<file path="config.mk">
export PLATFORM = sky130hd
export DESIGN_NAME = tcc_cell
export DESIGN_NICKNAME = d
export VERILOG_FILES = /design/src/tcc_pkg.sv /design/src/tcc_cell.sv
export SDC_FILE = /design/constraint.sdc
export NUM_CORES = 1
export LEC_CHECK = 0
export ABC_AREA = 0
export BUFFER_PORTS_ARGS = -buffer_cell sky130_fd_sc_hd__buf_2
export CAP_MARGIN = 5
export CORE_UTILIZATION = 60
export DETAILED_ROUTE_END_ITERATION = 10
export PLACE_DENSITY = 0.87
export SYNTH_ARGS = -nofsm -noshare
export SYNTH_HDL_FRONTEND = slang
export SYNTH_SLANG_ARGS = --single-unit
</file>
<file path="constraint.sdc">
create_clock -name i_clk -period 17.1 [get_ports i_clk]
set_clock_uncertainty 0.1 [all_clocks]
set_input_delay 2.565 -clock i_clk [delete_from_list [all_inputs] [get_ports i_clk]]
set_output_delay 2.565 -clock i_clk [all_outputs]
set_load 0.03 [all_outputs]
</file>
<file path="src/tcc_pkg.sv">
// Shared constants, codes and types of the transposed convolution channel unit.
// Used by every module of the block; depends on nothing.
package tcc_pkg;

    localparam int MAX_TAPS     = 16;
    localparam int MAX_CHANNELS = 16;
    localparam int MAX_STRIDE   = 16;
    localparam int SAMPLE_BITS  = 16;

    localparam int RING_DEPTH = (MAX_STRIDE > MAX_TAPS) ? MAX_STRIDE : MAX_TAPS;
    localparam int ACC_BITS   = 40;
    localparam int PROD_BITS  = 2 * SAMPLE_BITS;
    localparam int OUT_BITS   = 32;
    localparam int BIAS_BITS  = 32;
    localparam int CFG_BITS   = 5;
    localparam int CH_IDX_W   = (MAX_CHANNELS > 1) ? $clog2(MAX_CHANNELS) : 1;
    localparam int CNT_W      = $clog2(MAX_STRIDE + 1);

    // Configuration register indexes.
    localparam logic [1:0] CFG_STRIDE = 2'd0;
    localparam logic [1:0] CFG_TAPS   = 2'd1;
    localparam logic [1:0] CFG_BIAS   = 2'd2;

    // Item commands.
    localparam logic CMD_WEIGHT = 1'b0;
    localparam logic CMD_ACT    = 1'b1;

    typedef enum logic [1:0] {
        ST_IDLE,
        ST_MUL,
        ST_ACC,
        ST_EMIT
    } t_state;

    typedef struct packed {
        logic wr_en;
        logic rd_en;
        logic mul_en;
        logic acc_en;
        logic shift;
        logic clear;
    } t_cell_ctl;

endpackage

</file>
<file path="src/tcc_cell.sv">
// One cell of the accumulator chain: weight column, multiplier and pending sum.
// Depends on tcc_pkg.
module tcc_cell import tcc_pkg::*; (
    input  logic                        i_clk,
    input  logic                        i_rst_n,
    input  t_cell_ctl                   i_ctl,
    input  logic [CH_IDX_W-1:0]         i_addr,
    input  logic signed [SAMPLE_BITS-1:0] i_wdata,
    input  logic signed [SAMPLE_BITS-1:0] i_x,
    input  logic signed [ACC_BITS-1:0]  i_next_sum,
    output logic signed [ACC_BITS-1:0]  o_sum
);

    logic signed [SAMPLE_BITS-1:0] r_wmem [MAX_CHANNELS];
    logic signed [SAMPLE_BITS-1:0] r_w;
    logic signed [PROD_BITS-1:0]   r_prod;
    logic signed [ACC_BITS-1:0]    r_sum;
    logic signed [ACC_BITS-1:0]    n_sum;

    always_ff @(posedge i_clk) begin
        if (i_ctl.wr_en) begin
            r_wmem[i_addr] <= i_wdata;
        end
        if (i_ctl.rd_en) begin
            r_w <= r_wmem[i_addr];
        end
        if (i_ctl.mul_en) begin
            r_prod <= PROD_BITS'(i_x) * PROD_BITS'(r_w);
        end
    end

    // Clearing wins over shifting; the sum wraps at the accumulator width.
    always_comb begin
        priority if (i_ctl.clear) begin
            n_sum = '0;
        end else if (i_ctl.shift) begin
            n_sum = i_next_sum;
        end else if (i_ctl.acc_en) begin
            n_sum = r_sum + {{(ACC_BITS - PROD_BITS){r_prod[PROD_BITS-1]}}, r_prod};
        end else begin
            n_sum = r_sum;
        end
    end

    always_ff @(posedge i_clk) begin
        if (!i_rst_n) begin
            r_sum <= '0;
        end else begin
            r_sum <= n_sum;
        end
    end

    assign o_sum = r_sum;

endmodule

</file>
=== After elaboration in Yosys (flattened, before gate mapping) ===
Memories as Yosys holds them, arrays and structs flattened. A register that Yosys moved wholly into a read port is not among the register bits.
Cells that the tools add are included.

* Add/sub/neg operators: 1
* Multipliers: 1
* Muxes and demuxes: 4
* Bitwise operators: 1
* Reduce and logical (&&, ||, !) cells: 2

{| class="wikitable"
|+ Operators with widths
! operator !! number
|-
| $mux W40 || 2
|-
| $add A40 B40 Y40 || 1
|-
| $mul A16 B16 Y32 || 1
|-
| $mux W1 || 2
|-
| $reduce_bool A2 Y1 || 1
|-
| $reduce_or A2 Y1 || 1
|-
| $not A1 Y1 || 1
|}

* Bits in registers: 72
* Memory bits (writable): 256
* Bits of input ports: 84
* Output and inout bits: 40
* Word-level logic and storage cells: 12
* Memories kept: 1

{| class="wikitable"
|+ Memory list
! memory !! depth !! bits a word !! rd ports !! clocked after memory_dff !! wr ports !! RTL line !! source
|-
| r_wmem || 16 || 16 || 1 || 1 || 1 || tcc_cell.sv:14 || <nowiki>logic signed [SAMPLE_BITS-1:0] r_wmem [MAX_CHANNELS];</nowiki>
|}

=== Depth between registers and ports, before layout ===
* Depth in word-level cells: 3
* Mapped depth: 23

=== Worst setup path after synthesis ===
Ideal clock, no wire load.

* Kind: input to register
* Start: input i_x[15]
* End: register r_prod[30] (data pin)
* Setup time: 0.258 ns
* Arrival: 8.002 ns
* Required time: 16.742 ns
* Slack: 8.741 ns
* Cell stages on the path: 20
* Buffers on the path: 1
* Cells stage by stage: clkbuf_1 > nand2_1 > inv_1 > fa_1 > fa_1 > fa_1 > fa_1 > fa_1 > inv_1 > fa_1 > inv_1 > ha_1 > a21o_1 > a21oi_1 > o21ai_0 > o21a_1 > a311o_1 > a31o_2 > a21oi_1 > xnor2_1

* Cells in the longest elaborated chain, start to end: 1

{| class="wikitable"
|+ RTL lines
! what !! RTL line !! source
|-
| from (decl) || tcc_cell.sv:9 || <nowiki>input logic signed [SAMPLE_BITS-1:0] i_x,</nowiki>
|-
| $mul A16 B16 Y32 || tcc_cell.sv:28 || <nowiki>r_prod <= PROD_BITS'(i_x) * PROD_BITS'(r_w);</nowiki>
|-
| to (signal assigned) || tcc_cell.sv:28 ||
|-
| to (decl) || tcc_cell.sv:16 || <nowiki>logic signed [PROD_BITS-1:0] r_prod;</nowiki>
|}

Every way passes these cells.
A chain may end at the register's enable or synchronous reset.

=== Final worst setup path ===
* Start: input i_x[7]
* End: register r_prod[30] (data pin)

The elaborated chain is that of the path after synthesis.

==> metrics.md <==
| Metric | Value |
|---|---|
| Outcome | finished, final reports clean |
| Post-CTS Setup Bufs | 0 |
| WL/cell | 22.1 um |
| I/O Buffers | 123 |
| Setup Viol. Count Final | 0 |
| Area occupied by registers | 9930 um^2 |
| Crit Path Class | in -> reg |
| Final count of hold timing violations | 0 |
| Area Growth Syn to Fin | 9.31% |
| Congestion Overflow GR | 0 |
| Antenna-violating nets left | 0 |
| Mean Syn Cell Area | 12.5 um^2 |
| DR pass1 iterations | 5 |
| Slew headroom | 27.2% |
| Number of flops mapped to enable cells by yosys | 304 |
| Global Route Usage Sum | 28.9% |
| Largest net degree at the start of global routing | 72 |
| CP max stage delay | 610 ps |
| DRC Markers | 0 |
| Die footprint | 41800 um^2 |
| Register bit total from synthesis | 344 |
| CTS buffer count | 36 |
| Post-Synthesis Cells | 1974 |
| H-Tree Depth | 2 |
| CP Data Required Time | 17300 ps |
| Synth top area cells | edfxtp_1 37%, fa_1 21%, mux4_2 7.3%, ha_1 6.2%, inv_1 4.5% |
| Async S/R FF share, synth | 0% |
| I/O pin count | 124 |
| Max-capacitance violation count | 0 |
| Worst r2r path cells | 17 |
| DIE WIDTH | 204 um |
| Fin crit share | 49.4% |
| Initial antenna violation count | 1 |
| Core area | 40100 um^2 |
| Cts hold-fix bufs | 0 |
| Total number of vias | 16100 |
| Tmin final | 8450 ps |
| RSZ-0062 raised after global routing | false |
| Synthesized cell area | 24600 um^2 |
| Vias in the first global route | 17200 |
| Number of DRC markers in iteration 0 | 1287 |
| TNS Setup | 0 ps |
| Post-DP HPWL | 40.7 mm |
| Achievable Freq | 118 MHz |
| Largest buffer count on any clock path | 3 |
| Die Y | 204 um |
| Row count | 73 |
| HP Class | reg -> reg |
| Critical-path top delay cell | o21ai_0 |
| Sequential share of the synthesized area | 40.4% |
| CP arrival | 8650 ps |
| Hold Path Cell Cnt | 2 |
| Distinct cells, synth | 72 |
| FILL cells | 2706 |
| DRT Wirelength | 58.0 mm |
| CTS tree | yes |
| Reg clk slew, reported paths | 60 ps |
| Share of cells above drive strength 1 | 14.3% |
| Syn_nets | 2442 |
| Area occupied by multi-input gates | 13300 um^2 |
| Final Wtd Congestion | 0.891 |
| Post-layout util | 67.1% |
| Max-slew violations | 0 |
| CP Launch Type | input port |
| CP max FO | 16 |
| Final #Nets | 2546 |
| Post-CTS Resized | 0 |
| Num Clock Sinks | 344 |
| Root Driver | clkbuf_16 |
| Yosys top cell by area | edfxtp_1 |
| Crit path cell chain | buf_2 > nand2_1 > fa_1 > inv_1 > fa_1 > inv_1 > fa_1 > inv_1 > fa_1 > fa_1 > inv_1 > fa_1 > inv_1 > ha_1 > o21ai_0 > nand2b_1 > nor3b_1 > inv_1 > o21ai_0 > a311o_1 > a31o_2 > a21oi_1 > xnor2_1 |
| Worst Max-Slew Pin Slew | 1090 ps |
| Synth warn | 0 |
| DR vias/cell | 6.13 |
| Clk Latency, worst-skew pair | 570 ps |
| Top-area cell type share of the netlist area | 37.1% |
| Primary FF master, synth | edfxtp_1 |
| Initial core utilization | 61.4% |
| CP Capture Type | register |
| Global-route wire length before repair | 91.0 mm |
## metrics by stage
stage / instance area [um^2] / setup slack, ps / instances / hold slack, ps
floorplan: 24600 / 8740 / 1974 / 501
global placement: 25700 / 8360 / 2565 / 444
detailed placement: 25700 / 8200 / 2565 / 454
CTS: 26900 / 8760 / 2629 / 460
global route: 26900 / 8320 / 2630 / 486
finish: 26900 / 8650 / 2630 / 459
## critical path, delay by kind of cell
| family | cells | cell delay [ps] |
|---|---|---|
| AO/OA/AOI/OAI | 5 | 1320 |
| XOR/XNOR | 1 | 120 |
| adder cells (fa/ha/maj) | 7 | 3420 |
| buffers and inverters | 7 | 670 |
| AND/OR/NAND/NOR | 3 | 540 |
## final timing paths
path	start	end	slack, ps
setup reg to reg	r_w[1]	r_prod[29]	10040
setup / recovery	i_x[7]	r_prod[30]	8650
hold reg to reg	o_sum[3]	o_sum[3]	460
hold / removal	o_sum[3]	o_sum[3]	460
## per-layer routing
metal / track usage (%) / vias to the layer above / routed length, um
met2: 50.5 / 790 / 30200
li1: - / 6939 / -
met1: 34.6 / 8176 / 20700
met5: 0 / - / 0
met3: 4.69 / 215 / 4010
met4: 14.8 / 0 / 3040
## cell families (layout without fill, tap and decap cells)
family | count (synthesis) | after routing | share of synthesized area, %
mux | 98 | 98 | 8.09
simple gates | 447 | 447 | 8.93
compound gates | 263 | 263 | 7.03
other cells | 0 | 1 | 0
flops | 344 | 344 | 40.4
xor+xnor | 64 | 64 | 2.28
fa+ha+maj | 384 | 384 | 27.6
buf+inv | 374 | 504 | 5.75
## synth_stat cells (all sizes together) (12+ instances only)
library cell	n
nor3	14
a21oi	84
a21o	34
a211oi	14
edfxtp	304
nand3	16
ha	121
nand2b	17
nor2	81
and2	127
xor2	17
clkbuf	66
o21ai	50
mux4	80
nand2	155
fa	263
dfxtp	40
xnor2	47
mux2i	14
o21a	12
inv	297
## registers in the layout, summed over array words and instances (netlist names)
name	count
r_w	16
r_prod	32
r_wmem	256
o_sum	40
## area by class of cell
cell class / instances / share of cell area [%]
Antenna cell: 1 / 0.00931
Clock buffer: 41 / 3.42
Clock inverter: 23 / 0.833
Inverter: 297 / 4.15
Multi-Input combinational cell: 1256 / 49.4
Sequential cell: 344 / 36.9
Tap cell: 525 / 2.44
Timing Repair Buffer: 143 / 2.86
## cells in the final DEF (no fill, tap or decap), types with 9 or more instances in the layout
cell,synthesis,layout
and2_1,127,127
nor2_1,81,81
mux2i_1,14,14
nand3_1,15,15
inv_1,297,297
ha_1,121,121
nand2b_1,17,17
nor3_1,14,10
xnor2_1,47,47
a21oi_1,83,83
a211oi_1,12,12
dfxtp_1,40,40
a21o_1,34,34
mux4_2,80,80
a31oi_1,10,10
o21a_1,12,12
clkbuf_16,0,36
fa_1,263,263
buf_2,0,122
clkinv_2,0,9
nand2_1,155,155
edfxtp_1,304,304
xor2_1,17,17
o21ai_0,49,49
and3_1,11,11
buf_4,3,21
Power is not shown: default switching activity piles up to over one toggle a cycle in this logic, so the estimate is an artifact.
