$ cat src/tcc_pkg.sv
// Shared constants, codes and types of the transposed convolution channel unit.
// Used by every module of the block; depends on nothing.
package tcc_pkg;

    localparam int MAX_TAPS     = 16;
    localparam int MAX_CHANNELS = 16;
    localparam int MAX_STRIDE   = 16;
    localparam int SAMPLE_BITS  = 16;

    localparam int RING_DEPTH = (MAX_STRIDE > MAX_TAPS) ? MAX_STRIDE : MAX_TAPS;
    localparam int ACC_BITS   = 40;
    localparam int PROD_BITS  = 2 * SAMPLE_BITS;
    localparam int OUT_BITS   = 32;
    localparam int BIAS_BITS  = 32;
    localparam int CFG_BITS   = 5;
    localparam int CH_IDX_W   = (MAX_CHANNELS > 1) ? $clog2(MAX_CHANNELS) : 1;
    localparam int CNT_W      = $clog2(MAX_STRIDE + 1);

    // Configuration register indexes.
    localparam logic [1:0] CFG_STRIDE = 2'd0;
    localparam logic [1:0] CFG_TAPS   = 2'd1;
    localparam logic [1:0] CFG_BIAS   = 2'd2;

    // Item commands.
    localparam logic CMD_WEIGHT = 1'b0;
    localparam logic CMD_ACT    = 1'b1;

    typedef enum logic [1:0] {
        ST_IDLE,
        ST_MUL,
        ST_ACC,
        ST_EMIT
    } t_state;

    typedef struct packed {
        logic wr_en;
        logic rd_en;
        logic mul_en;
        logic acc_en;
        logic shift;
        logic clear;
    } t_cell_ctl;

endpackage

$ cat src/tcc_out.sv
// Output stage: adds the bias, saturates to 32 bits and holds the result item.
// Depends on tcc_pkg.
module tcc_out import tcc_pkg::*; (
    input  logic                        i_clk,
    input  logic                        i_rst_n,
    input  logic                        i_load,
    input  logic signed [ACC_BITS-1:0]  i_sum,
    input  logic signed [BIAS_BITS-1:0] i_bias,
    input  logic                        i_last,
    input  logic                        i_ready,
    output logic                        o_valid,
    output logic signed [OUT_BITS-1:0]  o_value,
    output logic                        o_last,
    output logic                        o_free
);

    localparam int W = ACC_BITS + 1;

    logic signed [W-1:0]        w_total;
    logic                       w_fits;
    logic signed [OUT_BITS-1:0] w_sat;
    logic                       r_valid;
    logic signed [OUT_BITS-1:0] r_value;
    logic                       r_last;

    assign w_total = W'(i_sum) + W'(i_bias);

    // The value fits when every bit above the output sign bit copies it.
    assign w_fits = (&w_total[W-1:OUT_BITS-1]) || !(|w_total[W-1:OUT_BITS-1]);

    always_comb begin
        if (w_fits) begin
            w_sat = w_total[OUT_BITS-1:0];
        end else if (w_total[W-1]) begin
            w_sat = {1'b1, {(OUT_BITS-1){1'b0}}};
        end else begin
            w_sat = {1'b0, {(OUT_BITS-1){1'b1}}};
        end
    end

    always_ff @(posedge i_clk) begin
        if (!i_rst_n) begin
            r_valid <= 1'b0;
        end else if (i_load) begin
            r_valid <= 1'b1;
        end else if (i_ready) begin
            r_valid <= 1'b0;
        end
    end

    always_ff @(posedge i_clk) begin
        if (i_load) begin
            r_value <= w_sat;
            r_last  <= i_last;
        end
    end

    assign o_free  = !r_valid || i_ready;
    assign o_valid = r_valid;
    assign o_value = r_value;
    assign o_last  = r_last;

endmodule

$ cat config.mk
export PLATFORM = sky130hd
export DESIGN_NAME = tcc_out
export DESIGN_NICKNAME = d
export VERILOG_FILES = /design/src/tcc_pkg.sv /design/src/tcc_out.sv
export SDC_FILE = /design/constraint.sdc
export NUM_CORES = 1
export LEC_CHECK = 0
export BUFFER_PORTS_ARGS = -buffer_cell sky130_fd_sc_hd__buf_2
export CAP_MARGIN = 0
export CORE_MARGIN = 2
export CORE_UTILIZATION = 30
export DETAILED_ROUTE_END_ITERATION = 12
export SLEW_MARGIN = 20
export SYNTH_ARGS = -nofsm -noshare
export SYNTH_HDL_FRONTEND = slang
export SYNTH_SLANG_ARGS = --single-unit
$ cat constraint.sdc
create_clock -name i_clk -period 3.45 [get_ports i_clk]
set_clock_uncertainty 0.05 [all_clocks]
set_input_delay 0.69 -clock i_clk [delete_from_list [all_inputs] [get_ports i_clk]]
set_output_delay 0.69 -clock i_clk [all_outputs]
set_load 0.01 [all_outputs]
# --- After elaboration in Yosys (flattened, before gate mapping) ---
# Cells that the tools add are included.
# W data, S select, Z words.
classes:
  eq_ne: 0
  n_addsub: 1
  mux: 4
  n_reduce_logical: 7
  n_shift: 0
  n_bitwise: 0
  magnitude_cmp: 0
  multipliers: 0
  n_div: 0
op_table:
  columns: ["cell", "count"]
  rows:
  - ["$mux W32", 2]
  - ["$add A40 B32 Y41", 1]
  - ["$reduce_and A10 Y1", 1]
  - ["$reduce_or A10 Y1", 1]
  - ["$logic_not A1 Y1", 2]
  - ["$logic_or A1 B1 Y1", 2]
  - ["$mux W1", 2]
  - ["$reduce_bool A2 Y1", 1]
word_totals:
  n_memories: 0
  ram_bits: 0
  romBits: 0
  out_inout_bits: 35
  register_bits: 34
  input_bits: 77
  latch_bits: 0
  wordCells: 15

# --- Longest topological paths before layout ---
# Gate-level depths: netlist (run 1).
logic_depth:
  depth_word: 5
  mapped_depth: 14
  mapped_depth_nobuf: 13

# --- Worst setup path before layout (run 1) ---
# Ideal clock, no wire load.
synth_path:
  path_type: "input-to-reg"
  startpoint: "in i_sum[0]"
  endpoint: "reg r_value[14], in the netlist o_value[14], data pin"
  setup_time_ns: 0.258
  path_buffers: 1
  t_required_ns: 3.142
  t_arrival_ns: 3.343
  cell_stages: 14
  slack_ns: -0.201
  cell_sequence: "ha_1 > inv_1 > fa_1 > nand2b_1 > a21oi_1 > o21ai_1 > a2111oi_2 > o211ai_1 > nor4b_4 > a211oi_2 > nand4_4 > o21ai_4 > buf_6 > a21oi_2"
synth_via:
  elab_chain_len: 5
  elab_cells_between_ends: 7
  cone_classes: "1 x add/sub; 2 x mux; 4 x reduce/logical"
synth_rtl:
  columns: ["element", "line", "rtl"]
  rows:
  - ["start: declaration", "tcc_out.sv:7", "input logic signed [ACC_BITS-1:0] i_sum,"]
  - ["$add A40 B32 Y41 (*)", "tcc_out.sv:26", "assign w_total = W'(i_sum) + W'(i_bias);"]
  - ["$reduce_or A10 Y1", "tcc_out.sv:29", "assign w_fits = (&w_total[W-1:OUT_BITS-1]) || !(|w_total[W-1:OUT_BITS-1]);"]
  - ["$logic_not A1 Y1", "tcc_out.sv:29", null]
  - ["$logic_or A1 B1 Y1", "tcc_out.sv:29", null]
  - ["$mux W32 (*)", "tcc_out.sv:32", "if (w_fits) begin"]
  - ["named net w_sat[14]", "tcc_out.sv:21", "logic signed [OUT_BITS-1:0] w_sat;"]
  - ["end signal: assignment", "tcc_out.sv:53", "r_value <= w_sat;"]
  - ["end: declaration", "tcc_out.sv:23", "logic signed [OUT_BITS-1:0] r_value;"]
# Mark *: on every way through the listed nets, which the timed path passes. The rest lies on a longest branch.
# A chain may end at the register's enable or synchronous reset.

# --- Worst setup path after layout (run 1) ---
layout_path:
  startpoint: "in i_bias[0]"
  endpoint: "reg r_value[10], in the netlist o_value[10], data pin"
layout_via:
  elab_chain_len: 5
  elab_cells_between_ends: 7
  cone_classes: "1 x add/sub; 2 x mux; 4 x reduce/logical"
layout_rtl:
  columns: ["element", "line", "rtl"]
  rows:
  - ["start: declaration", "tcc_out.sv:8", "input logic signed [BIAS_BITS-1:0] i_bias,"]
  - ["$add A40 B32 Y41 (*)", "tcc_out.sv:26", null]
  - ["$reduce_or A10 Y1", "tcc_out.sv:29", null]
  - ["$logic_not A1 Y1", "tcc_out.sv:29", null]
  - ["$logic_or A1 B1 Y1", "tcc_out.sv:29", null]
  - ["$mux W32 (*)", "tcc_out.sv:32", null]
  - ["named net w_sat[10]", "tcc_out.sv:21", null]
# Marked as above.

==> results of run 1 <==
[sequential cells by signal (all words and copies together) (netlist names)]
signal / cells
o_value: 32
o_last: 1
o_valid: 1
[cell families (layout without fill, tap and decap cells)]
kind of cell             Yosys count  in the layout
AND/OR/NAND/NOR                  137            137
flip-flops                        34             34
adder cells (fa/ha/maj)           41             41
AO/OA/AOI/OAI                    179            179
XOR/XNOR                          39             39
multiplexers                       1              1
buffers and inverters             34            295
[final cells by class]
type	instances	area (µm²)	area share
Multi-Input combinational cell	397	3510	0.518
Timing Repair Buffer	275	1850	0.272
Tap cell	176	220	0.0324
Clock buffer	8	146	0.0216
Inverter	12	48.8	0.00719
Sequential cell	34	1010	0.149
[Yosys cell counts, types with 3 or more instances]
master | count | area (µm²)
sky130_fd_sc_hd__buf_2 | 12 | 60.1
sky130_fd_sc_hd__o21ai_1 | 5 | 25.0
sky130_fd_sc_hd__edfxtp_1 | 33 | 991
sky130_fd_sc_hd__o31ai_1 | 6 | 45.0
sky130_fd_sc_hd__o211ai_1 | 11 | 82.6
sky130_fd_sc_hd__and3_1 | 5 | 31.3
sky130_fd_sc_hd__nand4_1 | 12 | 75.1
sky130_fd_sc_hd__inv_1 | 12 | 45.0
sky130_fd_sc_hd__a21o_1 | 14 | 105
sky130_fd_sc_hd__clkbuf_1 | 4 | 15.0
sky130_fd_sc_hd__o22ai_1 | 4 | 25.0
sky130_fd_sc_hd__o21a_1 | 7 | 52.6
sky130_fd_sc_hd__xor2_1 | 17 | 149
sky130_fd_sc_hd__a21boi_0 | 3 | 22.5
sky130_fd_sc_hd__and2_1 | 4 | 25.0
sky130_fd_sc_hd__nand2_1 | 49 | 184
sky130_fd_sc_hd__a21oi_1 | 52 | 260
sky130_fd_sc_hd__a21oi_2 | 15 | 131
sky130_fd_sc_hd__ha_1 | 40 | 500
sky130_fd_sc_hd__buf_6 | 6 | 67.6
sky130_fd_sc_hd__o21ai_0 | 25 | 125
sky130_fd_sc_hd__xnor2_1 | 22 | 193
sky130_fd_sc_hd__a211oi_1 | 3 | 22.5
sky130_fd_sc_hd__nor3_1 | 7 | 35.0
sky130_fd_sc_hd__a211oi_2 | 5 | 62.6
sky130_fd_sc_hd__nand2b_1 | 7 | 43.8
sky130_fd_sc_hd__nor3b_1 | 5 | 37.5
sky130_fd_sc_hd__nor2_1 | 30 | 113
sky130_fd_sc_hd__o21bai_1 | 8 | 60.1
sky130_fd_sc_hd__nand3_1 | 5 | 25.0
[power groups by stage]
stage	combinational, mW	clock [mW]	sequential [mW]
after floorplan	0.587	0	0.589
after CTS	1.15	0.440	0.557
after global placement	1.09	0	0.563
after global routing	1.38	0.454	0.560
final	1.28	0.436	0.556
after detailed placement	1.11	0	0.564
[path summary, 6_finish.rpt]
| kind | cells after the start | from | to | slack, ns |
|---|---|---|---|---|
| worst max-delay path | 16 | i_bias[0] | o_value[10]$_DFFE_PP_ | -0.03 |
| worst min-delay path | 2 | o_valid$_SDFFE_PN0P_ | o_valid$_SDFFE_PN0P_ | 0.45 |
| worst max register to register | 2 | o_valid$_SDFFE_PN0P_ | o_valid$_SDFFE_PN0P_ | 2.80 |
| worst min register to register | 2 | o_valid$_SDFFE_PN0P_ | o_valid$_SDFFE_PN0P_ | 0.45 |
[layer usage]
metal,part of all wire,GRT usage
met4,0.014,0.0331
met2,0.49,0.310
met5,0,0
met1,0.45,0.240
met3,0.043,0.0189
[per-stage QoR]
step                      hold WS (ns)  setup TNS [ns]  power (mW)
after floorplan                  0.546          -0.372        1.18
after global placement           0.438           -9.40        1.66
after detailed placement         0.453          -12.83        1.67
after CTS                        0.460          -0.100        2.15
after global routing             0.480           -2.99        2.39
final                            0.448          -0.307        2.27
[timing repair]
action | in CTS | in global routing
gates resized for setup | 24 | 74
setup endpoints to repair | 31 | 32
pin swaps | 12 | 49
buffers inserted | 5 | 12
[worst max-delay path, stage by stage]
cell	delay, ns
sky130_fd_sc_hd__buf_8	0.08
sky130_fd_sc_hd__ha_4	0.13
sky130_fd_sc_hd__inv_2	0.04
sky130_fd_sc_hd__fa_2	0.36
sky130_fd_sc_hd__nand2b_4	0.16
sky130_fd_sc_hd__a21oi_4	0.18
sky130_fd_sc_hd__o21ai_2	0.10
sky130_fd_sc_hd__a2111oi_4	0.29
sky130_fd_sc_hd__buf_4	0.20
sky130_fd_sc_hd__o211ai_1	0.09
sky130_fd_sc_hd__nor4b_4	0.16
sky130_fd_sc_hd__a211oi_4	0.25
sky130_fd_sc_hd__nand4_4	0.15
sky130_fd_sc_hd__o21ai_4	0.29
sky130_fd_sc_hd__buf_6	0.20
sky130_fd_sc_hd__a21oi_2	0.06
==> Flow_metrics.wiki, run 1 <==
{| class="wikitable"
! Metric !! Value
|-
| Result of the run || complete, but fails checks
|-
| Violated checks || setup timing
|-
| Number of buffers on the longest clock path || 2
|-
| Main combinational cell family by area after synthesis || compound AO/OA/AOI/OAI gates
|-
| Core region area || 13,200 µm²
|-
| Maximum operating frequency || between 200 and 300 MHz
|-
| Final Worst Setup Slack || -0.0268 ns
|-
| Relative slew margins || 0.521
|-
| Crit Path Max Fanout || 9
|-
| Average wire length per cell after detail routing || 15.1 µm
|-
| Count of different cell masters after synthesis || 59
|-
| DP Worst Slack || -0.502 ns
|-
| Nets in the synthesized netlist || between 500 and 600
|-
| Overall routing resource usage || 0.178
|-
| Die Outline Area || between 10,000 and 15,000 µm²
|-
| Compound-gate portion of the synthesized area || 0.314
|-
| CTS tree || built
|-
| Placed cell areas || between 6000 and 7000 µm²
|-
| Port Buffer Count || around 110
|-
| CP endpoint kind || register
|-
| Commonest non-fill, non-tap cell in the layout || sky130_fd_sc_hd__buf_4
|-
| Number of storage elements in the synthesis netlist || 34
|-
| Mux share of post-synthesis cell area || 0.00278
|-
| Post-layout min period || 3.48 ns
|-
| Leakage dissipation || between 2 and 3 nW
|-
| Initial core utilization || 0.307
|-
| Number of levels the H-tree was split into || 2
|-
| Peak VDD IR || 0.184 mV
|-
| Detailed placer's ending HPWL || around 11,000 µm
|-
| DIE HEIGHT || between 100 and 150 µm
|-
| Chip width || 120 µm
|-
| FILL cells || about 1,200
|-
| Yosys warns || 0
|-
| Number of hold-repair buffers added at the cts stage || 0
|-
| Cell count after synthesis || around 470
|-
| Routed wire length || between 10,000 and 15,000 µm
|-
| Commonest cells after routing, fill and taps aside || 157 x sky130_fd_sc_hd__buf_4, 108 x sky130_fd_sc_hd__buf_2, 46 x sky130_fd_sc_hd__nand2_1
|-
| Number of antenna violations at the first check in global routing || 0
|-
| Total instance count after detailed placement || between 800 and 900
|-
| Iteration count of the initial detailed-routing pass || 5
|-
| Synth-to-Final Area Change || 67.6%
|-
| Power per unit of standard cell area || 335 nW/µm²
|-
| Async set-reset flop share out of synthesis || 0
|-
| Synthesized-area fraction occupied by xor and xnor cells || 0.0844
|-
| Startpoint-to-endpoint class of the critical path || input port to register
|-
| Register area share after synthesis || 0.250
|-
| Latest clock arrival within the worst-skew pair || around 0.27 ns
|-
| Switching part of the total || 0.366
|-
| Adder-cell share of the synthesized area || 0.129
|-
| Final Setup Violations || 18
|-
| Post-detailed-route DRC marker count || 0
|-
| Post-synthesis instance area || roughly 4000 µm²
|-
| Internal power consumption || 1.44 mW
|-
| Number of global-route vias before repair || about 4,400
|-
| Max-cap violations || 0
|-
| Count of nets after finishing || around 840
|-
| Residual antenna-violating net count after detailed routing || 0
|-
| TritonCTS Buffers || 5
|-
| Number of enable flip-flop cells after synthesis || 33
|-
| Final Hold Viols || 0
|-
| Unrepaired setup endpoints after global routing || yes
|-
| Type of origin of the critical path || input port
|-
| Wire length of the first global-routing pass || between 20,000 and 25,000 µm
|-
| Count of pins over their slew limit || 0
|-
| Number of violations reported at the end of detailed-routing iteration 0 || ~170
|-
| Register share of total power || 0.244
|-
| Clk sink count || 34
|-
| Share of total power in combinational logic || 0.564
|-
| Overflow left after global routing || 0
|-
| Overall via count from detail_route || 4,520
|-
| Row cnt || 42
|-
| Worst EP arrival || between 3 and 4 ns
|-
| Req. time, crit path || around 3.4 ns
|-
| Final std cell area, no fill || around 6800 µm²
|-
| Final Non-Filler Cells || roughly 900
|-
| Per-cell via count in the routed design || about 5
|-
| Post-route core utilization || 0.515
|-
| Largest net degree at the start of global routing || 35
|-
| Transition time at the pin with the least slew margin || roughly 0.72 ns
|-
| Simple-Gate Fraction of Synth Area || 0.175
|-
| Final clock period utilization by the worst path || 1.01
|-
| Clock-pin slew reported for the worst setup and hold paths after clock tree synthesis || ~0.050 ns
|-
| Switching component of the power || around 0.83 mW
|-
| Number of ports placed on the die boundary || around 110
|-
| ANT cells || 0
|-
| Cell at the root of the clock tree || sky130_fd_sc_hd__clkbuf_16
|-
| Worst hold-check path type || register to register
|-
| Layout cell share with drive strength beyond 1 || 0.555
|-
| Mean area per synthesized cell || between 8 and 9 µm²
|-
| Clock Power Share || 0.192
|-
| Placer congestion estimate || between 0.8 and 0.9
|-
| Synth Flop Type || sky130_fd_sc_hd__edfxtp_1
|}
Power figures use the tool's default switching activity.
==> inputs of run 2 (changes only) <==
--- a/config.mk
+++ b/config.mk
@@ -5,11 +5,13 @@
 export SDC_FILE = /design/constraint.sdc
 export NUM_CORES = 1
 export LEC_CHECK = 0
+export ABC_AREA = 1
 export BUFFER_PORTS_ARGS = -buffer_cell sky130_fd_sc_hd__buf_2
 export CAP_MARGIN = 0
 export CORE_MARGIN = 2
 export CORE_UTILIZATION = 30
 export DETAILED_ROUTE_END_ITERATION = 12
+export SKIP_CTS_REPAIR_TIMING = 1
 export SLEW_MARGIN = 20
 export SYNTH_ARGS = -nofsm -noshare
 export SYNTH_HDL_FRONTEND = slang
==> run 2 against run 1 <==
  * The flow now finishes without violations
  * Via count is 6.9% higher
  * Final area is 19% lower
  * Critical path depth is 5 higher
  * Non-clock buffer count is 153 lower
  * Register-to-register slack better by 0.02 ns
  * Critical path type unchanged
==> Flow_metrics.wiki, run 2 <==
{| class="wikitable"
! Metric !! Value
|-
| Largest stage delay on the critical path || 0.40 ns (was 0.36 ns)
|-
| Cell count after synthesis || 749 (was 465)
|-
| Transition time at the pin with the least slew margin || 0.714 ns (was 0.718 ns)
|-
| Relative slew margins || 0.524 (was 0.521)
|-
| Commonest non-fill, non-tap cell in the layout || sky130_fd_sc_hd__nand2_1 (was sky130_fd_sc_hd__buf_4)
|-
| Average wire length per cell after detail routing || 12.8 µm (was 15.1 µm)
|-
| Leakage dissipation || 3.08 nW (was 2.90 nW)
|-
| Nets in the synthesized netlist || 867 (was 583)
|-
| Capture endpoint of the worst hold path || o_valid$_SDFFE_PN0P_ (unchanged)
|-
| Worst EP arrival || 3.13 ns (was 3.45 ns)
|-
| Number of storage elements in the synthesis netlist || 34 (unchanged)
|-
| Worst hold-check path type || register to register (unchanged)
|-
| TNS Setup || 0 ns (was -0.307 ns)
|-
| Max FFs per register || 32 (unchanged)
|-
| CP Launch Point || i_sum[0] (was i_bias[0])
|-
| Internal power consumption || 1.09 mW (was 1.44 mW)
|-
| Number of violations reported at the end of detailed-routing iteration 0 || 276 (was 169)
|-
| Met1 capacity usage during global routing || 0.242 (was 0.240)
|-
| Met3 routing resource usage after global routing || 0.0201 (was 0.0189)
|-
| CP bufs+invs || 4 (unchanged)
|-
| Power per unit of standard cell area || 323 nW/µm² (was 335 nW/µm²)
|-
| Slowest cell on crit path || sky130_fd_sc_hd__fa_1 (was sky130_fd_sc_hd__fa_2)
|-
| Row cnt || 45 (was 42)
|-
| Post-detailed-route DRC marker count || 0 (unchanged)
|-
| Port Buffer Count || 111 (unchanged)
|-
| Top delay family on crit path || simple AND/OR/NAND/NOR gates (was compound AO/OA/AOI/OAI gates)
|-
| Synth Flop Type || sky130_fd_sc_hd__edfxtp_1 (unchanged)
|-
| Most common cell in the synthesized netlist || sky130_fd_sc_hd__nand2_1 (was sky130_fd_sc_hd__a21oi_1)
|-
| Final Hold Viols || 0 (unchanged)
|-
| Number of levels the H-tree was split into || 2 (unchanged)
|-
| Result of the run || finished, final reports clean (was complete, but fails checks)
|-
| Commonest cells post-synth || 311 x sky130_fd_sc_hd__nand2_1, 121 x sky130_fd_sc_hd__inv_1, 66 x sky130_fd_sc_hd__nor2_1, 40 x sky130_fd_sc_hd__ha_1, 36 x sky130_fd_sc_hd__nand3_1 (was 52 x sky130_fd_sc_hd__a21oi_1, 49 x sky130_fd_sc_hd__nand2_1, 40 x sky130_fd_sc_hd__ha_1, 33 x sky130_fd_sc_hd__edfxtp_1, 30 x sky130_fd_sc_hd__nor2_1)
|-
| Overflow left after global routing || 0 (unchanged)
|-
| Total design power || 1.78 mW (was 2.27 mW)
|-
| Cell at the root of the clock tree || sky130_fd_sc_hd__clkbuf_16 (unchanged)
|-
| TritonCTS Buffers || 5 (unchanged)
|-
| Clock Power Share || 0.229 (was 0.192)
|-
| CP most frequent cell || sky130_fd_sc_hd__nand2_1
|-
| Core region area || 15,000 µm² (was 13,200 µm²)
|-
| Per-cell via count in the routed design || 4.56 (was 5.01)
|-
| Latest clock arrival within the worst-skew pair || 0.27 ns (about the same)
|-
| Clk sink count || 34 (unchanged)
|-
| Overall routing resource usage || 0.168 (was 0.178)
|-
| Share of total power in combinational logic || 0.463 (was 0.564)
|-
| Detailed placer's ending HPWL || 11,900 µm (was 11,200 µm)
|-
| Residual antenna-violating net count after detailed routing || 0 (unchanged)
|-
| Clock-pin slew reported for the worst setup and hold paths after clock tree synthesis || 0.05 ns (about the same)
|-
| Maximum operating frequency || 317 MHz (was 288 MHz)
|-
| Crit Path Max Fanout || 31 (was 9)
|-
| Number of enable flip-flop cells after synthesis || 33 (unchanged)
|-
| Number of antenna violations at the first check in global routing || 0 (unchanged)
|-
| Type of origin of the critical path || input port (unchanged)
|-
| Switching part of the total || 0.384 (was 0.366)
|-
| CP endpoint kind || register (unchanged)
|-
| Async set-reset flop share out of synthesis || 0 (unchanged)
|-
| DIE HEIGHT || 127 µm (was 120 µm)
|-
| Yosys warns || 0 (unchanged)
|-
| Routed wire length || 13,600 µm (about the same)
|-
| Wire length of the first global-routing pass || 21,800 µm (was 21,000 µm)
|-
| Count of nets after finishing || 990 (was 843)
|-
| Largest cells by area after synthesis || sky130_fd_sc_hd__nand2_1 26%, sky130_fd_sc_hd__edfxtp_1 22%, sky130_fd_sc_hd__ha_1 11% (was sky130_fd_sc_hd__edfxtp_1 24%, sky130_fd_sc_hd__ha_1 12%, sky130_fd_sc_hd__a21oi_1 6.4%)
|-
| Depth of the worst register-to-register path || 2 (unchanged)
|-
| Worst hold-check slack || 0.440 ns (was 0.448 ns)
|-
| Post-layout min period || 3.15 ns (was 3.48 ns)
|-
| Number of ports placed on the die boundary || 112 (unchanged)
|-
| Initial core utilization || 0.303 (was 0.307)
|-
| Post-route core utilization || 0.366 (was 0.515)
|-
| Unrepaired setup endpoints after global routing || no (was yes)
|-
| Die Outline Area || 16,200 µm² (was 14,400 µm²)
|-
| Commonest cells after routing, fill and taps aside || 311 x sky130_fd_sc_hd__nand2_1, 121 x sky130_fd_sc_hd__inv_1, 111 x sky130_fd_sc_hd__buf_2 (was 157 x sky130_fd_sc_hd__buf_4, 108 x sky130_fd_sc_hd__buf_2, 46 x sky130_fd_sc_hd__nand2_1)
|-
| Count of pins over their slew limit || 0 (unchanged)
|-
| Number of buffers on the longest clock path || 2 (unchanged)
|-
| Busiest layer in global routing || met2 (unchanged)
|-
| Biggest area consumer among synthesized cells || sky130_fd_sc_hd__nand2_1 (was sky130_fd_sc_hd__edfxtp_1)
|-
| Hold Path Cell Cnt || 2 (unchanged)
|-
| Register cell area after layout || 1010 µm² (unchanged)
|-
| Endpoint of the worst register-to-register path || o_valid$_SDFFE_PN0P_ (unchanged)
|-
| Worst flop-to-flop path startpoint || o_valid$_SDFFE_PN0P_ (unchanged)
|-
| Largest net degree at the start of global routing || 35 (unchanged)
|-
| Post-synthesis instance area || 4550 µm² (was 4050 µm²)
|-
| Req. time, crit path || 3.42 ns (about the same)
|-
| Peak VDD IR || 0.173 mV (was 0.184 mV)
|-
| Minimum setup slack among reg-to-reg paths || 2.82 ns (was 2.80 ns)
|-
| Synth-to-Final Area Change || 21.0% (was 67.6%)
|-
| Layout cell share with drive strength beyond 1 || 0.183 (was 0.555)
|-
| Max-cap violations || 0 (unchanged)
|-
| Register share of total power || 0.307 (was 0.244)
|-
| Final Setup Violations || 0 (was 18)
|-
| Number of global-route vias before repair || 4,442 (was 4,431)
|-
| Register area share after synthesis || 0.222 (was 0.250)
|-
| Critical path cell sequence || buf_2 -> ha_1 -> inv_1 -> fa_1 -> inv_1 -> nand2_1 -> nand2_1 -> nand3_1 -> nand2_1 -> nand2_1 -> nand2_2 -> nand2_2 -> nand2_1 -> nand2_1 -> nand2_1 -> nand3_1 -> nor2_1 -> nand3_2 -> nand3_2 -> buf_12 -> nand2_1 (was buf_8 -> ha_4 -> inv_2 -> fa_2 -> nand2b_4 -> a21oi_4 -> o21ai_2 -> a2111oi_4 -> buf_4 -> o211ai_1 -> nor4b_4 -> a211oi_4 -> nand4_4 -> o21ai_4 -> buf_6 -> a21oi_2)
|-
| Met2 track demand over resource in global routing || 0.267 (was 0.310)
|-
| ANT cells || 0 (unchanged)
|-
| Chip width || 127 µm (was 120 µm)
|-
| Placer congestion estimate || 0.947 (was 0.899)
|-
| Count of different cell masters after synthesis || 29 (was 59)
|-
| Final clock period utilization by the worst path || 0.913 (was 1.01)
|-
| CTS tree || built (unchanged)
|-
| Overall via count from detail_route || 4,830 (was 4,520)
|-
| Iteration count of the initial detailed-routing pass || 5 (unchanged)
|-
| Hold Path Origin || o_valid$_SDFFE_PN0P_ (unchanged)
|-
| FILL cells || 1,670 (was 1,208)
|-
| Mean area per synthesized cell || 6.07 µm² (was 8.71 µm²)
|-
| Startpoint-to-endpoint class of the critical path || input port to register (unchanged)
|-
| Area share of the largest cell type after synthesis || 0.257 (was 0.245)
|-
| Switching component of the power || 0.683 mW (was 0.833 mW)
|-
| Multi-input gate area || 3020 µm² (was 3510 µm²)
|}
run 2: changes by cell type after synthesis, sizes merged, moves of 8 or more:
cell    delta
inv      +109
nor2      +39
buf       -12
nand4     -14
nand3     +39
xnor2     -12
a21o      -13
a211oi     -8
o21ai     -22
a21oi     -33
o211ai    -13
nand2    +281
run 2: power groups by stage:
stage | combinational (mW) | sequential, mW | clock, mW
floorplan | 0.504 | 0.584 | 0
detailed placement | 0.815 | 0.556 | 0
CTS | 0.817 | 0.548 | 0.420
global route | 0.919 | 0.551 | 0.439
global placement | 0.815 | 0.556 | 0
finish | 0.823 | 0.546 | 0.407
run 2: layout make-up:
| class | instances | area share |
|---|---|---|
| multi-input combinational | 588 | 0.548 |
| sequential | 34 | 0.184 |
| inverter | 121 | 0.0825 |
| clock inverter | 2 | 0.00182 |
| tap | 188 | 0.0427 |
| timing repair buffer | 122 | 0.118 |
| clock buffer | 5 | 0.0227 |
run 2: worst max path at each step:
stage                                  to  slack, ns  depth (start not counted)
floorplan           o_value[10]$_DFFE_PP_       0.51                         20
global placement    o_value[11]$_DFFE_PP_       0.07                         16
detailed placement   o_value[6]$_DFFE_PP_       0.05                         21
CTS                 o_value[26]$_DFFE_PP_       0.33                         21
global route        o_value[17]$_DFFE_PP_       0.05                         21
finish               o_value[6]$_DFFE_PP_       0.30                         21
run 2: through the flow:
stage	instance area, µm²	instances	setup slack, ns
2_1_floorplan	4550	749	0.512
3_3_place_gp	5370	1053	0.0667
3_5_place_dp	5370	1053	0.0536
4_1_cts	5500	1060	0.325
5_1_grt	5500	1060	0.0498
6_report	5500	1060	0.299
run 2: cell families (layout without fill, tap and decap cells):
group | after synthesis | in the layout | share of synthesized area
AO/OA/AOI/OAI | 59 | 59 | 0.0715
XOR/XNOR | 29 | 29 | 0.0558
adder cells (fa/ha/maj) | 41 | 41 | 0.114
buffers and inverters | 127 | 250 | 0.115
flip-flops | 34 | 34 | 0.222
AND/OR/NAND/NOR | 459 | 459 | 0.421
run 2: worst min-delay path, cell delays in order, from the launching register on:
cell and delay (ns):
sky130_fd_sc_hd__dfxtp_1 0.30, sky130_fd_sc_hd__nand2_1 0.07, sky130_fd_sc_hd__a21boi_0 0.07
run 2: routing by layer:
metal | routed length, µm | share of wire | up-vias
met4 | 262 | 0.019 | 0
li1 | - | - | 2571
met1 | 6560 | 0.48 | 2093
met2 | 5920 | 0.44 | 153
met3 | 866 | 0.064 | 13
met5 | 0 | 0 | -
==> inputs of run 3 (changes only) <==
--- a/config.mk
+++ b/config.mk
@@ -11,6 +11,7 @@
 export CORE_MARGIN = 2
 export CORE_UTILIZATION = 30
 export DETAILED_ROUTE_END_ITERATION = 12
+export REMOVE_ABC_BUFFERS = 1
 export SKIP_CTS_REPAIR_TIMING = 1
 export SLEW_MARGIN = 20
 export SYNTH_ARGS = -nofsm -noshare
==> run 3 against run 2 <==
  * Combinational power decreased by 0.7%
  * Sequential cell count unchanged
  * Global-route usage decreased by 0.055 points
  * Sequential share of layout area about the same
  * Count of clock-buffer cells in the layout unchanged
  * Final cell count unchanged
  * First-iteration DRC count increased by 17%
  * Worst setup slack got worse by 0.077 ns
  * Hold slack got worse by 0.00092 ns
  * Power increased by 0.66%
  * Die area unchanged
  * Critical endpoint is now o_value[22]$_DFFE_PP_
  * Critical path type unchanged
  * Fmax decreased by 2.4%
==> Flow_metrics.wiki, run 3 (synthesized netlist as in run 2, its figures left out) <==
{| class="wikitable"
! Metric !! Value
|-
| Result of the run || finished, final reports clean (unchanged)
|-
| Worst hold-check path type || register to register (unchanged)
|-
| Cell at the root of the clock tree || sky130_fd_sc_hd__clkbuf_16 (unchanged)
|-
| Detailed placer's ending HPWL || 11,800 µm (was 11,900 µm)
|-
| Peak VDD IR || 0.201 mV (was 0.173 mV)
|-
| Leakage dissipation || 3.08 nW (about the same)
|-
| Worst flop-to-flop path startpoint || o_valid$_SDFFE_PN0P_ (unchanged)
|-
| TNS Setup || 0 ns (unchanged)
|-
| Total design power || 1.79 mW (was 1.78 mW)
|-
| CTS tree || built (unchanged)
|-
| Post-route core utilization || 0.367 (was 0.366)
|-
| Worst EP arrival || 3.20 ns (was 3.13 ns)
|-
| CP Launch Point || i_sum[0] (unchanged)
|-
| Residual antenna-violating net count after detailed routing || 0 (unchanged)
|-
| Clock-pin slew reported for the worst setup and hold paths after clock tree synthesis || 0.05 ns (about the same)
|-
| Overall routing resource usage || 0.168 (about the same)
|-
| Maximum operating frequency || 310 MHz (was 317 MHz)
|-
| Row cnt || 45 (unchanged)
|-
| Layout cell share with drive strength beyond 1 || 0.183 (unchanged)
|-
| Final Setup Violations || 0 (unchanged)
|-
| Slowest cell on crit path || sky130_fd_sc_hd__fa_1 (unchanged)
|-
| Post-layout min period || 3.23 ns (was 3.15 ns)
|-
| Number of violations reported at the end of detailed-routing iteration 0 || 322 (was 276)
|-
| DIE HEIGHT || 127 µm (unchanged)
|-
| Unrepaired setup endpoints after global routing || no (unchanged)
|-
| Placed cell areas || 5350 µm² (was 5370 µm²)
|-
| CP bufs+invs || 4 (unchanged)
|-
| Latest clock arrival within the worst-skew pair || 0.27 ns (about the same)
|-
| Number of ports placed on the die boundary || 112 (unchanged)
|-
| Synth-to-Final Area Change || 21.2% (was 21.0%)
|-
| Final Worst Setup Slack || 0.222 ns (was 0.299 ns)
|-
| Transition time at the pin with the least slew margin || 0.732 ns (was 0.714 ns)
|-
| TritonCTS Buffers || 5 (unchanged)
|-
| Average wire length per cell after detail routing || 12.8 µm (about the same)
|-
| Initial core utilization || 0.303 (unchanged)
|-
| Switching part of the total || 0.387 (was 0.384)
|-
| Overflow left after global routing || 0 (unchanged)
|-
| Count of nets after finishing || 989 (was 990)
|-
| CP most frequent cell || sky130_fd_sc_hd__nand2_1 (unchanged)
|-
| Startpoint-to-endpoint class of the critical path || input port to register (unchanged)
|-
| Req. time, crit path || 3.42 ns (about the same)
|-
| Final Hold Viols || 0 (unchanged)
|-
| Max FFs per register || 32 (unchanged)
|-
| Number of levels the H-tree was split into || 2 (unchanged)
|-
| Port Buffer Count || 111 (unchanged)
|-
| Crit Path Max Fanout || 31 (unchanged)
|-
| Overall via count from detail_route || 4,829 (was 4,830)
|-
| Critical path cell sequence || buf_2 -> ha_1 -> inv_1 -> fa_1 -> inv_1 -> nand2_1 -> nand2_1 -> nand3_1 -> nand2_1 -> nand2_1 -> nand2_2 -> nand2_2 -> nand2_1 -> nand2_1 -> nand2_1 -> nand3_1 -> nor2_1 -> nand3_2 -> nand3_2 -> buf_12 -> nand2_1 (unchanged)
|-
| Number of buffers on the longest clock path || 2 (unchanged)
|-
| Type of origin of the critical path || input port (unchanged)
|-
| Largest stage delay on the critical path || 0.41 ns (was 0.40 ns)
|-
| Final Non-Filler Cells || 1,060 (unchanged)
|-
| FILL cells || 1,663 (was 1,670)
|-
| Internal power consumption || 1.10 mW (was 1.09 mW)
|-
| Per-cell via count in the routed design || 4.56 (about the same)
|-
| Largest net degree at the start of global routing || 35 (unchanged)
|-
| ANT cells || 0 (unchanged)
|-
| Final clock period utilization by the worst path || 0.936 (was 0.913)
|-
| Number of antenna violations at the first check in global routing || 0 (unchanged)
|-
| Count of pins over their slew limit || 0 (unchanged)
|-
| Share of total power in combinational logic || 0.457 (was 0.463)
|-
| Max-cap violations || 0 (unchanged)
|-
| DP Worst Slack || 0.00522 ns (was 0.0536 ns)
|-
| Core region area || 15,000 µm² (unchanged)
|-
| Clock Power Share || 0.238 (was 0.229)
|-
| Top delay family on crit path || simple AND/OR/NAND/NOR gates (unchanged)
|-
| Post-detailed-route DRC marker count || 0 (unchanged)
|-
| Wire length of the first global-routing pass || 22,100 µm (was 21,800 µm)
|-
| Placer congestion estimate || 0.932 (was 0.947)
|-
| Switching component of the power || 0.692 mW (was 0.683 mW)
|-
| Iteration count of the initial detailed-routing pass || 5 (unchanged)
|-
| Power per unit of standard cell area || 324 nW/µm² (was 323 nW/µm²)
|-
| Commonest non-fill, non-tap cell in the layout || sky130_fd_sc_hd__nand2_1 (unchanged)
|-
| Commonest cells after routing, fill and taps aside || 311 x sky130_fd_sc_hd__nand2_1, 121 x sky130_fd_sc_hd__inv_1, 111 x sky130_fd_sc_hd__buf_2 (unchanged)
|-
| Final std cell area, no fill || 5520 µm² (was 5500 µm²)
|-
| Relative slew margins || 0.512 (was 0.524)
|-
| Register share of total power || 0.305 (was 0.307)
|-
| CP endpoint kind || register (unchanged)
|-
| Total instance count after detailed placement || 1,051 (was 1,053)
|-
| Worst hold-check slack || 0.439 ns (was 0.440 ns)
|-
| Hold Path Origin || o_valid$_SDFFE_PN0P_ (unchanged)
|-
| Clk sink count || 34 (unchanged)
|-
| Routed wire length || 13,500 µm (was 13,600 µm)
|-
| Number of global-route vias before repair || 4,532 (was 4,442)
|-
| Die Outline Area || 16,200 µm² (unchanged)
|-
| Chip width || 127 µm (unchanged)
|}
==> run 3: layer usage <==
metal | wire length [µm] | vias up | GRT usage
li1 | - | 2576 | -
met3 | 648 | 14 | 0.0159
met5 | 0 | - | 0
met1 | 6770 | 2098 | 0.242
met2 | 5900 | 141 | 0.269
met4 | 221 | 0 | 0.0452
==> run 3: power by group through the flow <==
| stage | clock, mW | sequential, mW | combinational [mW] |
|---|---|---|---|
| after floorplan | 0 | 0.584 | 0.490 |
| after global placement | 0 | 0.555 | 0.813 |
| after detailed placement | 0 | 0.555 | 0.812 |
| after CTS | 0.434 | 0.547 | 0.815 |
| after global routing | 0.451 | 0.551 | 0.916 |
| final | 0.426 | 0.545 | 0.817 |
==> run 3: area by class of cell <==
cell class                      instances  area, µm²  area share
Inverter                              121        454      0.0824
Sequential cell                        34       1010       0.183
Timing Repair Buffer                  121        643       0.117
Clock buffer                            5        125      0.0227
Clock inverter                          3       21.3     0.00386
Multi-Input combinational cell        588       3030       0.549
Tap cell                              188        235      0.0426
==> run 3: worst paths after layout <==
kind | endpoint | slack [ns] | cells after the start
worst min-delay path | o_valid$_SDFFE_PN0P_ | 0.44 | 2
worst min register to register | o_valid$_SDFFE_PN0P_ | 0.44 | 2
worst max register to register | o_valid$_SDFFE_PN0P_ | 2.81 | 2
worst max-delay path | o_value[22]$_DFFE_PP_ | 0.22 | 21
==> run 3: worst min-delay path: cells and delay by family, from the launching register on <==
| kind | cells | cell delay, ns |
|---|---|---|
| AO/OA/AOI/OAI | 1 | 0.07 |
| flip-flops | 1 | 0.30 |
| AND/OR/NAND/NOR | 1 | 0.07 |
